### config.mk
export PLATFORM = sky130hd
export DESIGN_NAME = wav_pcm16_stream_parser
export DESIGN_NICKNAME = d
export VERILOG_FILES = /design/src/rtl/core/wps_pkg.sv /design/src/rtl/core/wps_parser.sv /design/src/rtl/core/wps_result_fifo.sv /design/src/rtl/core/wav_pcm16_stream_parser.sv
export SDC_FILE = /design/constraint.sdc
export NUM_CORES = 2
export LEC_CHECK = 0
export ABC_CLOCK_PERIOD_IN_PS = 5300
export BUFFER_PORTS_ARGS = -buffer_cell sky130_fd_sc_hd__clkbuf_2
export CORE_AREA = 2 2 334 336
export CTS_BUF_LIST = sky130_fd_sc_hd__clkbuf_8 sky130_fd_sc_hd__clkbuf_16
export CTS_CLUSTER_SIZE = 12
export DETAILED_ROUTE_END_ITERATION = 8
export DIE_AREA = 0 0 336 338
export HOLD_SLACK_MARGIN = 0.03
export PLACE_DENSITY = 0.55
export SLEW_MARGIN = 0
export SYNTH_ARGS = -nofsm -noshare
export SYNTH_HDL_FRONTEND = slang
export SYNTH_SLANG_ARGS = --single-unit
### constraint.sdc
create_clock -name clk -period 5.3 [get_ports clk]
set_input_delay 0.53 -clock clk [delete_from_list [all_inputs] [get_ports clk]]
set_output_delay 0.53 -clock clk [all_outputs]
set_load 0.03 [all_outputs]
### src/rtl/core/wps_pkg.sv
// ----------------------------------------------------------------------------
// wps_pkg
// Types and constants shared by the wav pcm16 stream parser modules.
// ----------------------------------------------------------------------------
package wps_pkg;

  // one byte of the file
  typedef struct packed {
    logic [7:0] file_byte;
    logic       end_of_file;
  } in_word_t;

  // one result word
  typedef struct packed {
    logic               item_kind;
    logic signed [15:0] pcm_sample;
    logic [2:0]         parse_status;
    logic [31:0]        rate_hz;
    logic [15:0]        channel_total;
    logic               final_item;
  } out_word_t;

  // results pushed by the parser for one byte, sample before status
  typedef struct packed {
    logic sample_v;
    logic status_v;
  } wps_push_t;

  typedef enum logic [2:0] {
    PH_TAGS = 3'd0,
    PH_HEAD = 3'd1,
    PH_FMT  = 3'd2,
    PH_SKIP = 3'd3,
    PH_DATA = 3'd4,
    PH_DONE = 3'd5
  } phase_t;

  typedef enum logic [2:0] {
    ST_OK         = 3'd0,
    ST_SHORT      = 3'd1,
    ST_NO_RIFF    = 3'd2,
    ST_NO_WAVE    = 3'd3,
    ST_BAD_FORMAT = 3'd4,
    ST_TRUNCATED  = 3'd5
  } status_t;

  localparam logic KIND_SAMPLE = 1'b0;
  localparam logic KIND_STATUS = 1'b1;

  localparam logic [31:0] TAG_RIFF = 32'h5249_4646;
  localparam logic [31:0] TAG_WAVE = 32'h5741_5645;
  localparam logic [31:0] TAG_FMT  = 32'h666D_7420;
  localparam logic [31:0] TAG_DATA = 32'h6461_7461;

  localparam logic [31:0] MIN_FILE_BYTES = 32'd44;
  localparam logic [31:0] RIFF_LAST_IDX  = 32'd3;
  localparam logic [31:0] WAVE_LAST_IDX  = 32'd11;
  localparam logic [31:0] HEAD_BYTES     = 32'd8;
  localparam logic [31:0] HEAD_ID_LEFT   = 32'd4;

  // fmt body offsets of the last byte of each field
  localparam logic [31:0] FMT_FORMAT_END   = 32'd1;
  localparam logic [31:0] FMT_CHANNELS_END = 32'd3;
  localparam logic [31:0] FMT_RATE_END     = 32'd7;
  localparam logic [31:0] FMT_DEPTH_END    = 32'd15;

  localparam logic [15:0] FORMAT_PCM = 16'd1;
  localparam logic [15:0] PCM_DEPTH  = 16'd16;

  // result queue
  localparam int RQ_DEPTH = 8;
  localparam int RQ_PTR_W = $clog2(RQ_DEPTH);
  localparam int RQ_CNT_W = $clog2(RQ_DEPTH + 1);
  localparam logic [RQ_CNT_W-1:0] RQ_FULL        = RQ_CNT_W'(RQ_DEPTH);
  // room for the byte in the stage and the byte being taken, two words each
  localparam logic [RQ_CNT_W-1:0] RQ_STALL_LEVEL = RQ_CNT_W'(RQ_DEPTH - 4);

endpackage

### src/rtl/core/wps_parser.sv
// ----------------------------------------------------------------------------
// wps_parser
// Chunk walker and sample extractor: one byte per cycle, up to two words out.
// ----------------------------------------------------------------------------
module wps_parser
  import wps_pkg::*;
(
  input  logic      clk,
  input  logic      rst_n,
  input  logic      byte_v,
  input  in_word_t  byte_word,
  output wps_push_t push,
  output out_word_t sample_word,
  output out_word_t status_word
);

  phase_t      phase_r, phase_nxt;
  logic [31:0] pos_r, pos_nxt;
  logic [31:0] tag_r, tag_nxt;
  logic        riff_r, riff_nxt;
  logic        wave_r, wave_nxt;
  logic [31:0] len_r, len_nxt;
  logic [31:0] left_r, left_nxt;
  logic [15:0] format_r, format_nxt;
  logic [15:0] channels_r, channels_nxt;
  logic [31:0] rate_r, rate_nxt;
  logic [15:0] depth_r, depth_nxt;
  logic [31:0] data_left_r, data_left_nxt;
  logic [16:0] frame_off_r, frame_off_nxt;
  logic        frame_ok_r, frame_ok_nxt;
  logic [7:0]  held_r, held_nxt;

  logic [7:0]  b;
  logic [31:0] left_dec;
  logic [31:0] fmt_pos;
  logic [31:0] data_dec;
  logic [16:0] frame_bytes;
  logic [17:0] off_inc;
  logic        fmt_ok_r;
  logic        fmt_ok_nxt;
  status_t     status_code;

  assign b           = byte_word.file_byte;
  assign left_dec    = left_r - 32'd1;
  assign fmt_pos     = len_r - left_r;
  assign data_dec    = data_left_r - 32'd1;
  assign frame_bytes = {channels_r, 1'b0};
  assign off_inc     = {1'b0, frame_off_r} + 18'd1;
  assign fmt_ok_r    = (format_r == FORMAT_PCM) && (depth_r == PCM_DEPTH) &&
                       (channels_r != 16'd0);

  always_comb begin
    phase_nxt     = phase_r;
    pos_nxt       = pos_r;
    tag_nxt       = tag_r;
    riff_nxt      = riff_r;
    wave_nxt      = wave_r;
    len_nxt       = len_r;
    left_nxt      = left_r;
    format_nxt    = format_r;
    channels_nxt  = channels_r;
    rate_nxt      = rate_r;
    depth_nxt     = depth_r;
    data_left_nxt = data_left_r;
    frame_off_nxt = frame_off_r;
    frame_ok_nxt  = frame_ok_r;
    held_nxt      = held_r;
    push          = '0;
    fmt_ok_nxt    = 1'b0;
    status_code   = ST_OK;

    sample_word               = '0;
    sample_word.item_kind     = KIND_SAMPLE;
    sample_word.pcm_sample    = {b, held_r};
    sample_word.rate_hz       = rate_r;
    sample_word.channel_total = channels_r;
    status_word               = '0;

    if (byte_v) begin
      if (pos_r != '1) begin
        pos_nxt = pos_r + 32'd1;
      end

      case (phase_r)
        PH_TAGS: begin
          tag_nxt = {tag_r[23:0], b};
          if (pos_r == RIFF_LAST_IDX) begin
            riff_nxt = (tag_nxt == TAG_RIFF);
            if (tag_nxt != TAG_RIFF) begin
              phase_nxt = PH_DONE;
            end
          end else if (pos_r == WAVE_LAST_IDX) begin
            wave_nxt = (tag_nxt == TAG_WAVE);
            if (tag_nxt == TAG_WAVE) begin
              phase_nxt = PH_HEAD;
              left_nxt  = HEAD_BYTES;
            end else begin
              phase_nxt = PH_DONE;
            end
          end
        end
        PH_HEAD: begin
          // id big-endian into the tag shifter, length little-endian
          if (left_r > HEAD_ID_LEFT) begin
            tag_nxt = {tag_r[23:0], b};
          end else begin
            len_nxt = {b, len_r[31:8]};
          end
          left_nxt = left_dec;
          if (left_dec == 32'd0) begin
            if (tag_nxt == TAG_DATA) begin
              data_left_nxt = len_nxt;
              frame_off_nxt = '0;
              phase_nxt     = (len_nxt == 32'd0) ? PH_DONE : PH_DATA;
            end else begin
              phase_nxt = (tag_nxt == TAG_FMT) ? PH_FMT : PH_SKIP;
              left_nxt  = len_nxt;
              if (len_nxt == 32'd0) begin
                phase_nxt = PH_HEAD;
                left_nxt  = HEAD_BYTES;
              end
            end
          end
        end
        PH_FMT: begin
          tag_nxt = {b, tag_r[31:8]};
          if (fmt_pos == FMT_FORMAT_END) begin
            format_nxt = tag_nxt[31:16];
          end else if (fmt_pos == FMT_CHANNELS_END) begin
            channels_nxt = tag_nxt[31:16];
          end else if (fmt_pos == FMT_RATE_END) begin
            rate_nxt = tag_nxt;
          end else if (fmt_pos == FMT_DEPTH_END) begin
            depth_nxt = tag_nxt[31:16];
          end
          left_nxt = left_dec;
          if (left_dec == 32'd0) begin
            phase_nxt = PH_HEAD;
            left_nxt  = HEAD_BYTES;
          end
        end
        PH_SKIP: begin
          left_nxt = left_dec;
          if (left_dec == 32'd0) begin
            phase_nxt = PH_HEAD;
            left_nxt  = HEAD_BYTES;
          end
        end
        PH_DATA: begin
          if (fmt_ok_r) begin
            if (frame_off_r == 17'd0) begin
              frame_ok_nxt = (data_left_r >= {15'd0, frame_bytes});
              held_nxt     = b;
            end else if (frame_off_r == 17'd1 && frame_ok_r) begin
              push.sample_v = 1'b1;
            end
            frame_off_nxt = (off_inc >= {1'b0, frame_bytes}) ? 17'd0 : off_inc[16:0];
          end
          data_left_nxt = data_dec;
          if (data_dec == 32'd0) begin
            phase_nxt = PH_DONE;
          end
        end
        default: begin
        end
      endcase

      if (byte_word.end_of_file) begin
        fmt_ok_nxt = (format_nxt == FORMAT_PCM) && (depth_nxt == PCM_DEPTH) &&
                     (channels_nxt != 16'd0);
        if (pos_nxt < MIN_FILE_BYTES) begin
          status_code = ST_SHORT;
        end else if (!riff_nxt) begin
          status_code = ST_NO_RIFF;
        end else if (!wave_nxt) begin
          status_code = ST_NO_WAVE;
        end else if (!fmt_ok_nxt) begin
          status_code = ST_BAD_FORMAT;
        end else if (phase_nxt == PH_DATA && data_left_nxt != 32'd0) begin
          status_code = ST_TRUNCATED;
        end else begin
          status_code = ST_OK;
        end
        push.status_v             = 1'b1;
        status_word.item_kind     = KIND_STATUS;
        status_word.parse_status  = status_code;
        status_word.rate_hz       = rate_nxt;
        status_word.channel_total = channels_nxt;
        status_word.final_item    = 1'b1;

        // back to the reset state for the next file
        phase_nxt     = PH_TAGS;
        pos_nxt       = '0;
        tag_nxt       = '0;
        riff_nxt      = 1'b0;
        wave_nxt      = 1'b0;
        len_nxt       = '0;
        left_nxt      = '0;
        format_nxt    = '0;
        channels_nxt  = '0;
        rate_nxt      = '0;
        depth_nxt     = '0;
        data_left_nxt = '0;
        frame_off_nxt = '0;
        frame_ok_nxt  = 1'b0;
        held_nxt      = '0;
      end
    end
  end

  always_ff @(posedge clk) begin
    if (!rst_n) begin
      phase_r     <= PH_TAGS;
      pos_r       <= '0;
      tag_r       <= '0;
      riff_r      <= 1'b0;
      wave_r      <= 1'b0;
      len_r       <= '0;
      left_r      <= '0;
      format_r    <= '0;
      channels_r  <= '0;
      rate_r      <= '0;
      depth_r     <= '0;
      data_left_r <= '0;
      frame_off_r <= '0;
      frame_ok_r  <= 1'b0;
      held_r      <= '0;
    end else begin
      phase_r     <= phase_nxt;
      pos_r       <= pos_nxt;
      tag_r       <= tag_nxt;
      riff_r      <= riff_nxt;
      wave_r      <= wave_nxt;
      len_r       <= len_nxt;
      left_r      <= left_nxt;
      format_r    <= format_nxt;
      channels_r  <= channels_nxt;
      rate_r      <= rate_nxt;
      depth_r     <= depth_nxt;
      data_left_r <= data_left_nxt;
      frame_off_r <= frame_off_nxt;
      frame_ok_r  <= frame_ok_nxt;
      held_r      <= held_nxt;
    end
  end

  a_sample_in_data : assert property (@(posedge clk) disable iff (!rst_n)
    push.sample_v |-> (phase_r == PH_DATA && fmt_ok_r))
    else $error("sample word outside a valid data chunk");

  a_final_resets : assert property (@(posedge clk) disable iff (!rst_n)
    push.status_v |=> (phase_r == PH_TAGS && pos_r == 32'd0))
    else $error("parser did not restart after the final byte");

endmodule

### src/rtl/core/wps_result_fifo.sv
// ----------------------------------------------------------------------------
// wps_result_fifo
// Result queue: takes up to two words a cycle, hands out one.
// ----------------------------------------------------------------------------
module wps_result_fifo
  import wps_pkg::*;
(
  input  logic                clk,
  input  logic                rst_n,
  input  wps_push_t           push,
  input  out_word_t           sample_word,
  input  out_word_t           status_word,
  input  logic                pop,
  output logic                head_v,
  output out_word_t           head_word,
  output logic [RQ_CNT_W-1:0] count
);

  out_word_t           mem [RQ_DEPTH];
  logic [RQ_PTR_W-1:0] wr_ptr_r, wr_ptr_nxt;
  logic [RQ_PTR_W-1:0] rd_ptr_r, rd_ptr_nxt;
  logic [RQ_CNT_W-1:0] count_r, count_nxt;
  logic [RQ_PTR_W-1:0] status_slot;
  logic [RQ_CNT_W-1:0] push_cnt;

  // status lands after the sample when both come from one byte
  assign status_slot = push.sample_v ? wr_ptr_r + RQ_PTR_W'(1) : wr_ptr_r;
  assign push_cnt    = RQ_CNT_W'(push.sample_v) + RQ_CNT_W'(push.status_v);
  assign wr_ptr_nxt  = wr_ptr_r + push_cnt[RQ_PTR_W-1:0];
  assign rd_ptr_nxt  = rd_ptr_r + RQ_PTR_W'(pop);
  assign count_nxt   = count_r + push_cnt - RQ_CNT_W'(pop);

  assign head_v    = (count_r != '0);
  assign head_word = mem[rd_ptr_r];
  assign count     = count_r;

  always_ff @(posedge clk) begin
    if (push.sample_v) begin
      mem[wr_ptr_r] <= sample_word;
    end
    if (push.status_v) begin
      mem[status_slot] <= status_word;
    end
  end

  always_ff @(posedge clk) begin
    if (!rst_n) begin
      wr_ptr_r <= '0;
      rd_ptr_r <= '0;
      count_r  <= '0;
    end else begin
      wr_ptr_r <= wr_ptr_nxt;
      rd_ptr_r <= rd_ptr_nxt;
      count_r  <= count_nxt;
    end
  end

  a_no_overflow : assert property (@(posedge clk) disable iff (!rst_n)
    count_r <= RQ_FULL)
    else $error("result queue overflow");

  a_no_pop_empty : assert property (@(posedge clk) disable iff (!rst_n)
    (count_r == '0 && push_cnt == '0) |=> (count_r == '0))
    else $error("result queue count moved while empty and idle");

endmodule

### src/rtl/core/wav_pcm16_stream_parser.sv
// ----------------------------------------------------------------------------
// wav_pcm16_stream_parser
// WAV byte stream parser: checks tags, walks chunks, emits first-channel
// pcm16 samples and a status word on the last byte of the file.
// ----------------------------------------------------------------------------
//  channel | direction | handshake          | word
//  in_     | input     | in_valid/in_stall   | in_word_t: file_byte, end_of_file
//  out_    | output    | out_valid/out_stall | out_word_t: sample or final status
//
//  one byte per cycle sustained while in_stall is low; a byte reaches the parser in the
//  cycle after it is taken and its words can leave the queue the cycle after that
//  the final byte can yield two words (sample then status), both queued at once
//  in_stall rises while the result queue holds more than RQ_DEPTH - 4 words
//  rst_n is synchronous; the parser also returns to reset after each final byte
// ----------------------------------------------------------------------------
module wav_pcm16_stream_parser
  import wps_pkg::*;
(
  input  logic      clk,
  input  logic      rst_n,
  input  logic      in_valid,
  output logic      in_stall,
  input  in_word_t  in_data,
  output logic      out_valid,
  input  logic      out_stall,
  output out_word_t out_data
);

  logic                stage_v_r, stage_v_nxt;
  in_word_t            stage_word_r;
  wps_push_t           push;
  out_word_t           sample_word;
  out_word_t           status_word;
  logic [RQ_CNT_W-1:0] q_count;
  logic                in_take;
  logic                out_take;

  assign in_stall    = (q_count > RQ_STALL_LEVEL);
  assign in_take     = in_valid && !in_stall;
  assign out_take    = out_valid && !out_stall;
  assign stage_v_nxt = in_take;

  always_ff @(posedge clk) begin
    if (!rst_n) begin
      stage_v_r <= 1'b0;
    end else begin
      stage_v_r <= stage_v_nxt;
    end
  end

  always_ff @(posedge clk) begin
    if (in_take) begin
      stage_word_r <= in_data;
    end
  end

  wps_parser u_parser (
    .clk         (clk),
    .rst_n       (rst_n),
    .byte_v      (stage_v_r),
    .byte_word   (stage_word_r),
    .push        (push),
    .sample_word (sample_word),
    .status_word (status_word)
  );

  wps_result_fifo u_result_fifo (
    .clk         (clk),
    .rst_n       (rst_n),
    .push        (push),
    .sample_word (sample_word),
    .status_word (status_word),
    .pop         (out_take),
    .head_v      (out_valid),
    .head_word   (out_data),
    .count       (q_count)
  );

  a_status_needs_eof : assert property (@(posedge clk) disable iff (!rst_n)
    push.status_v |-> (stage_v_r && stage_word_r.end_of_file))
    else $error("status word without a final byte");

endmodule
=== Yosys cells after proc, flatten, opt, wreduce, memory -nomap -nowiden ===
Memories as Yosys holds them, arrays and structs flattened. A register that Yosys moved wholly into a read port is not among the register bits.
Index checks and enable logic that the tools add are counted.

* Word-level logic and storage cells: 203
* Memory bits (writable): 552
* Memories kept: 1
* Bits in registers: 291

{| class="wikitable"
|+ Memories
! name !! depth !! width !! read ports !! clocked after memory_dff !! wr ports !! RTL line !! RTL
|-
| u_result_fifo.mem || 8 || 69 || 1 || 1 || 2 || wps_result_fifo.sv:19 || <nowiki>out_word_t mem [RQ_DEPTH];</nowiki>
|}

* $lt $le $gt $ge: 5
* Mux-type cells: 105
* Equal/unequal tests: 28
* $add $sub $neg: 11
* Reductions and logical operators: 32

{| class="wikitable"
|+ Operator list
! operator !! count
|-
| two-way mux 32 bit || 29
|-
| two-way mux 16 bit || 16
|-
| one-hot mux 32 bit (3 select lines) || 2
|-
| equality test 32 x 31 -> 1 bit (second input constant) || 4
|-
| two-way mux 52 bit || 2
|-
| zero test 32 bit || 3
|-
| two-way mux 17 bit || 5
|-
| equality test 32 x 2 -> 1 bit (second input constant) || 2
|-
| equality test 32 x 4 -> 1 bit (second input constant) || 2
|-
| one-hot mux 32 bit (2 select lines) || 1
|-
| subtractor 32 x 1 -> 32 bit (second input constant) || 2
|-
| two-way mux 3 bit || 18
|-
| one-hot mux 17 bit (2 select lines) || 1
|-
| adder 32 x 1 -> 32 bit (second input constant) || 1
|-
| equality test 16 x 1 -> 1 bit (second input constant) || 2
|-
| equality test 16 x 5 -> 1 bit (second input constant) || 2
|-
| equality test 32 x 1 -> 1 bit (second input constant) || 1
|-
| equality test 32 x 3 -> 1 bit (second input constant) || 1
|-
| >= comparator 32 x 17 -> 1 bit || 1
|-
| greater-than comparator 32 x 3 -> 1 bit (second input constant) || 1
|-
| less-than comparator 32 x 6 -> 1 bit (second input constant) || 1
|-
| two-way mux 8 bit || 4
|-
| inequality test 32 x 31 -> 1 bit (second input constant) || 1
|-
| inequality test 32 bit (second input constant) || 1
|-
| 32 further kinds || 78
|}

=== Longest topological paths before layout ===
* Depth after elaboration: 20
* Mapped depth: 19
* Gate-level depth less buffers: 17

=== Modules after synthesis ===
A second synthesis with hierarchy kept.

* Cells, all modules: 5,093
* Area, all modules: 51,524.4 um2

{| class="wikitable"
|+ Modules (own cells, without submodules)
! module !! area each (um2) !! times used !! cells an instance
|-
| wps_result_fifo || 30,158.9 || 1 || 2,201
|-
| wps_parser || 21,038.9 || 1 || 2,876
|-
| wav_pcm16_stream_parser || 326.6 || 1 || 16
|}

=== Least setup slack after synthesis ===
OpenSTA, ideal clock, no wires.

* Path kind: register to register
* Start: register u_parser.left_r[3]
* End: memory u_result_fifo.mem[0][51] (netlist bit), data pin
* Path slack: 0.783 ns
* Cell stages (with the launch flop): 16
* Buffers on the path: 2
* Data arrival time: 4.252 ns
* Clock period less this slack: 4.517 ns
* Setup time: 0.265 ns
* Cell sequence: dfxtp_1 -> clkbuf_1 -> inv_1 -> ha_1 -> and2_1 -> a221o_1 -> o21ai_2 -> a211oi_2 -> or3_1 -> a2111oi_0 -> nand4b_1 -> nor4_4 -> mux2i_1 -> and3_1 -> clkbuf_1 -> a211oi_1

{| class="wikitable"
|+ RTL lines
! what !! RTL line !! RTL
|-
| from (decl) || wps_parser.sv:23 || <nowiki>logic [31:0] left_r, left_nxt;</nowiki>
|-
| from (signal assigned) || wps_parser.sv:235 || <nowiki>left_r <= left_nxt;</nowiki>
|-
| to (decl) || wps_result_fifo.sv:19 ||
|}

==> results.yml <==
routing:
  drcViolationCount: 0
  viasPerCell: 6.21
  routedWlPerCell_um: 26.0
  drt_wl_total_mm: 163
  final_antenna_net_count: 0
  vias: 38937
  drt_iter0_drc: 4052
  drt_first_pass_iters: 6
cells_and_area:
  drive_gt1_frac: 0.159
  syn_to_final_growth_pct: 12.8
  diodes: 0
  final_nets: 4810
  final_cell_mix: "nand2_1, edfxtp_1, dfxtp_1, a21oi_1, a22o_1"
  mostFrequentLayoutCell: "nand2_1"
  design_area_mm2: 0.0529
  fin_cells: 6272
sta:
  setup_viol: 0
  finalCritPeriodShare: 0.953
  finalSetupTns_ns: 0
  fin_crit_ns: 5.05
  maxSlewViolCount: 0
  tightest_slew_ns: 1.22
  grt_setup_unrepaired: "no"
  maxSlewHeadroom: 0.182
  clock.fmax_mhz: 198
  hold_viol: 0
  fin_skew_ns: 0.0293
logic_synthesis:
  yosys.area.top_type: "edfxtp_1"
  seq_area_frac_synth: 0.448
  synth_top_cells_by_area: "edfxtp_1, dfxtp_1, mux4_2, a22o_1, nand2_1"
  dominantRegCellSynth: "edfxtp_1"
  synth_edf_count: 425
  synth_top_area_frac: 0.272
  synthCells: 4785
  synthDistinctLibCells: 114
  synth_nets: 4885
  ys_warn_count: 0
  avgSynthCellArea_um2: 9.79
  synth_area_mm2: 0.0468
  synth-seq-cells: 835
  async_reset_ff_frac: 0
power:
  irDropWorstVdd_uv: 233
  p_leak_nw: 18.5
  switchingPower_mw: 4.63
  p_sw_frac: 0.278
  power.density_mw_per_mm2: 315
  p_int_mw: 12.0
  p_clk_frac: 0.418
  combPwrFrac: 0.163
  seqPwrFrac: 0.418
  p_total_mw: 16.7
die:
  num_io_pins: 84
  fp-row-count: 122
  dieArea_mm2: 0.114
  start_util: 0.426
  die_h_um: 338
  die_w_um: 336
  fp.coreArea_mm2: 0.110
worst_setup_path:
  r2r-start: "u_parser.left_r[23]"
  worst_r2r_path_depth: 14
  crit_end: "u_result_fifo.mem[0][24]"
  critPathCaptureType: "register"
  critical_path_class: "register to register"
  critPathRequiredTime_ns: 5.83
  r2r_end: "u_result_fifo.mem[0][24]"
  startpoint_type: "register"
  r2r_setup_slack_ns: 0.25
  critPathLaunch: "u_parser.left_r[23]"
  worstPathMaxFanout: 32
  worst_ep_arrival_time_ns: 5.58
placement:
  numPortBuffers: 83
  place_inst: 6092
  post_dp_cell_area_mm2: 0.0494
  place_hpwl_mm: 106
  gp_congestion: 0.950
clock_tree:
  htree_levels: 3
  clockBufferDepth: 3
  cts-root-buf: "clkbuf_16"
  path_clk_slew_ns: 0.06
  cts_num_sinks: 835
  numCtsBuffers: 95
  worstSkewPairLatency_ns: 0.68
  cts_tree: "yes"
min_path:
  hp-class: "input port to register"
grt:
  antenna_found_initial: 0
  grt_max_degree: 166
  grt_pass1_wl_mm: 242
  track_usage: 0.280
  grt-ovfl-total: 0
  grt_pass1_vias: 37147
run:
  cap_violations: 0
run_status:
  status: "finished, final reports clean"
## state kept, by name (all words and copies together) (netlist names), 17 cells and up
name	count
u_parser.data_left_r	32
u_parser.frame_off_r	17
u_parser.left_r	32
u_parser.len_r	32
u_parser.pos_r	32
u_parser.rate_r	32
u_parser.tag_r	32
u_result_fifo.mem	544
## synth_stat cells (all sizes together) (19+ instances only)
| master | number |
|---|---|
| nand3 | 69 |
| a211oi | 20 |
| ha | 84 |
| mux2 | 71 |
| mux4 | 136 |
| o21a | 21 |
| nor2 | 168 |
| nor3 | 99 |
| or3 | 37 |
| o21ai | 274 |
| a22o | 274 |
| a31oi | 26 |
| a21boi | 55 |
| nand3b | 19 |
| o31ai | 21 |
| and3 | 42 |
| or2 | 21 |
| nand2 | 603 |
| nand2b | 23 |
| edfxtp | 425 |
| dfxtp | 410 |
| a21o | 28 |
| nor2b | 209 |
| nor4 | 83 |
| a21oi | 289 |
| xnor2 | 49 |
| a22oi | 178 |
| mux2i | 47 |
| or4 | 32 |
| buf | 52 |
| nand4 | 53 |
| inv | 113 |
| xor2 | 24 |
| and2 | 59 |
| clkbuf | 428 |
| o22ai | 41 |
## per-stage QoR
step	hold slack, ns	setup WS [ns]	utilization
3_3_place_gp	0.434	0.244	0.449
5_1_grt	0.125	0.00319	0.480
6_report	0.152	0.246	0.480
2_1_floorplan	0.426	0.783	-
4_1_cts	0.102	0.186	0.480
3_5_place_dp	0.442	0.200	0.449
## layer usage
layer / part of all wire / routed length (µm) / GRT usage / vias up
li1: - / - / - / 17686
met1: 0.43 / 69700 / 0.380 / 19366
met2: 0.47 / 76400 / 0.462 / 1597
met3: 0.069 / 11300 / 0.0360 / 288
met4: 0.033 / 5390 / 0.0982 / 0
met5: 0 / 0 / 0 / -
## critical path, cell delays in order, from the launching register on
cell      delay [ns]
dfxtp_1         0.44
inv_1           0.12
ha_1            0.40
a21oi_1         0.31
nor2_1          0.16
or4b_2          0.70
nor4_1          0.36
nor4bb_1        0.29
nor4bb_1        0.23
nor4bb_1        0.39
nand4_1         0.31
nor4b_4         0.46
and2_1          0.24
buf_12          0.25
a22o_1          0.20
## layout make-up
class                   instances  area, µm²
clock buffers                 118       2730
clock inverters                53        578
fillers                     10291      57200
inverters                     114        428
multi-input cells            3355      23800
flip-flops and latches        835      21000
well taps                    1488       1860
repair buffers                309       2510
## worst min path at each step
stage                                         from  cells past startpoint  slack (ns)                       end
after floorplan           u_result_fifo.mem[2][52]                      2        0.43  u_result_fifo.mem[2][52]
after global placement    u_result_fifo.mem[6][63]                      2        0.43  u_result_fifo.mem[6][63]
after detailed placement  u_result_fifo.mem[6][63]                      2        0.44  u_result_fifo.mem[6][63]
after CTS                               in_data[0]                      1        0.10           stage_word_r[0]
after global routing                    in_data[0]                      1        0.12           stage_word_r[0]
final                                   in_data[0]                      1        0.15           stage_word_r[0]
## timing repair
action / 4_1_cts / 5_1_grt
hold buffers: 8 / 0
endpoints found under the hold margin: 8 / 0
buffers inserted: 0 / 1
endpoints found under the setup margin: 0 / 472
gates resized for setup: 0 / 4
## power by group through the flow
stage | Sequential (mW) | Clock (mW) | Combinational [mW]
floorplan | 6.99 | 0 | 1.92
global placement | 7.11 | 0 | 2.74
detailed placement | 7.11 | 0 | 2.74
CTS | 6.98 | 7.07 | 2.75
global route | 6.99 | 7.34 | 2.88
finish | 6.97 | 6.97 | 2.72
## cell families (layout without fill, tap and decap cells)
group,after synthesis,after routing,share of synthesized area
simple gates,1594,1594,0.176
compound gates,1347,1347,0.196
flops,835,835,0.448
buf+inv,595,594,0.0502
mux,254,254,0.0925
fa+ha+maj,87,87,0.0237
xor+xnor,73,73,0.0136
Note: power is estimated with default switching activity, not from simulation.
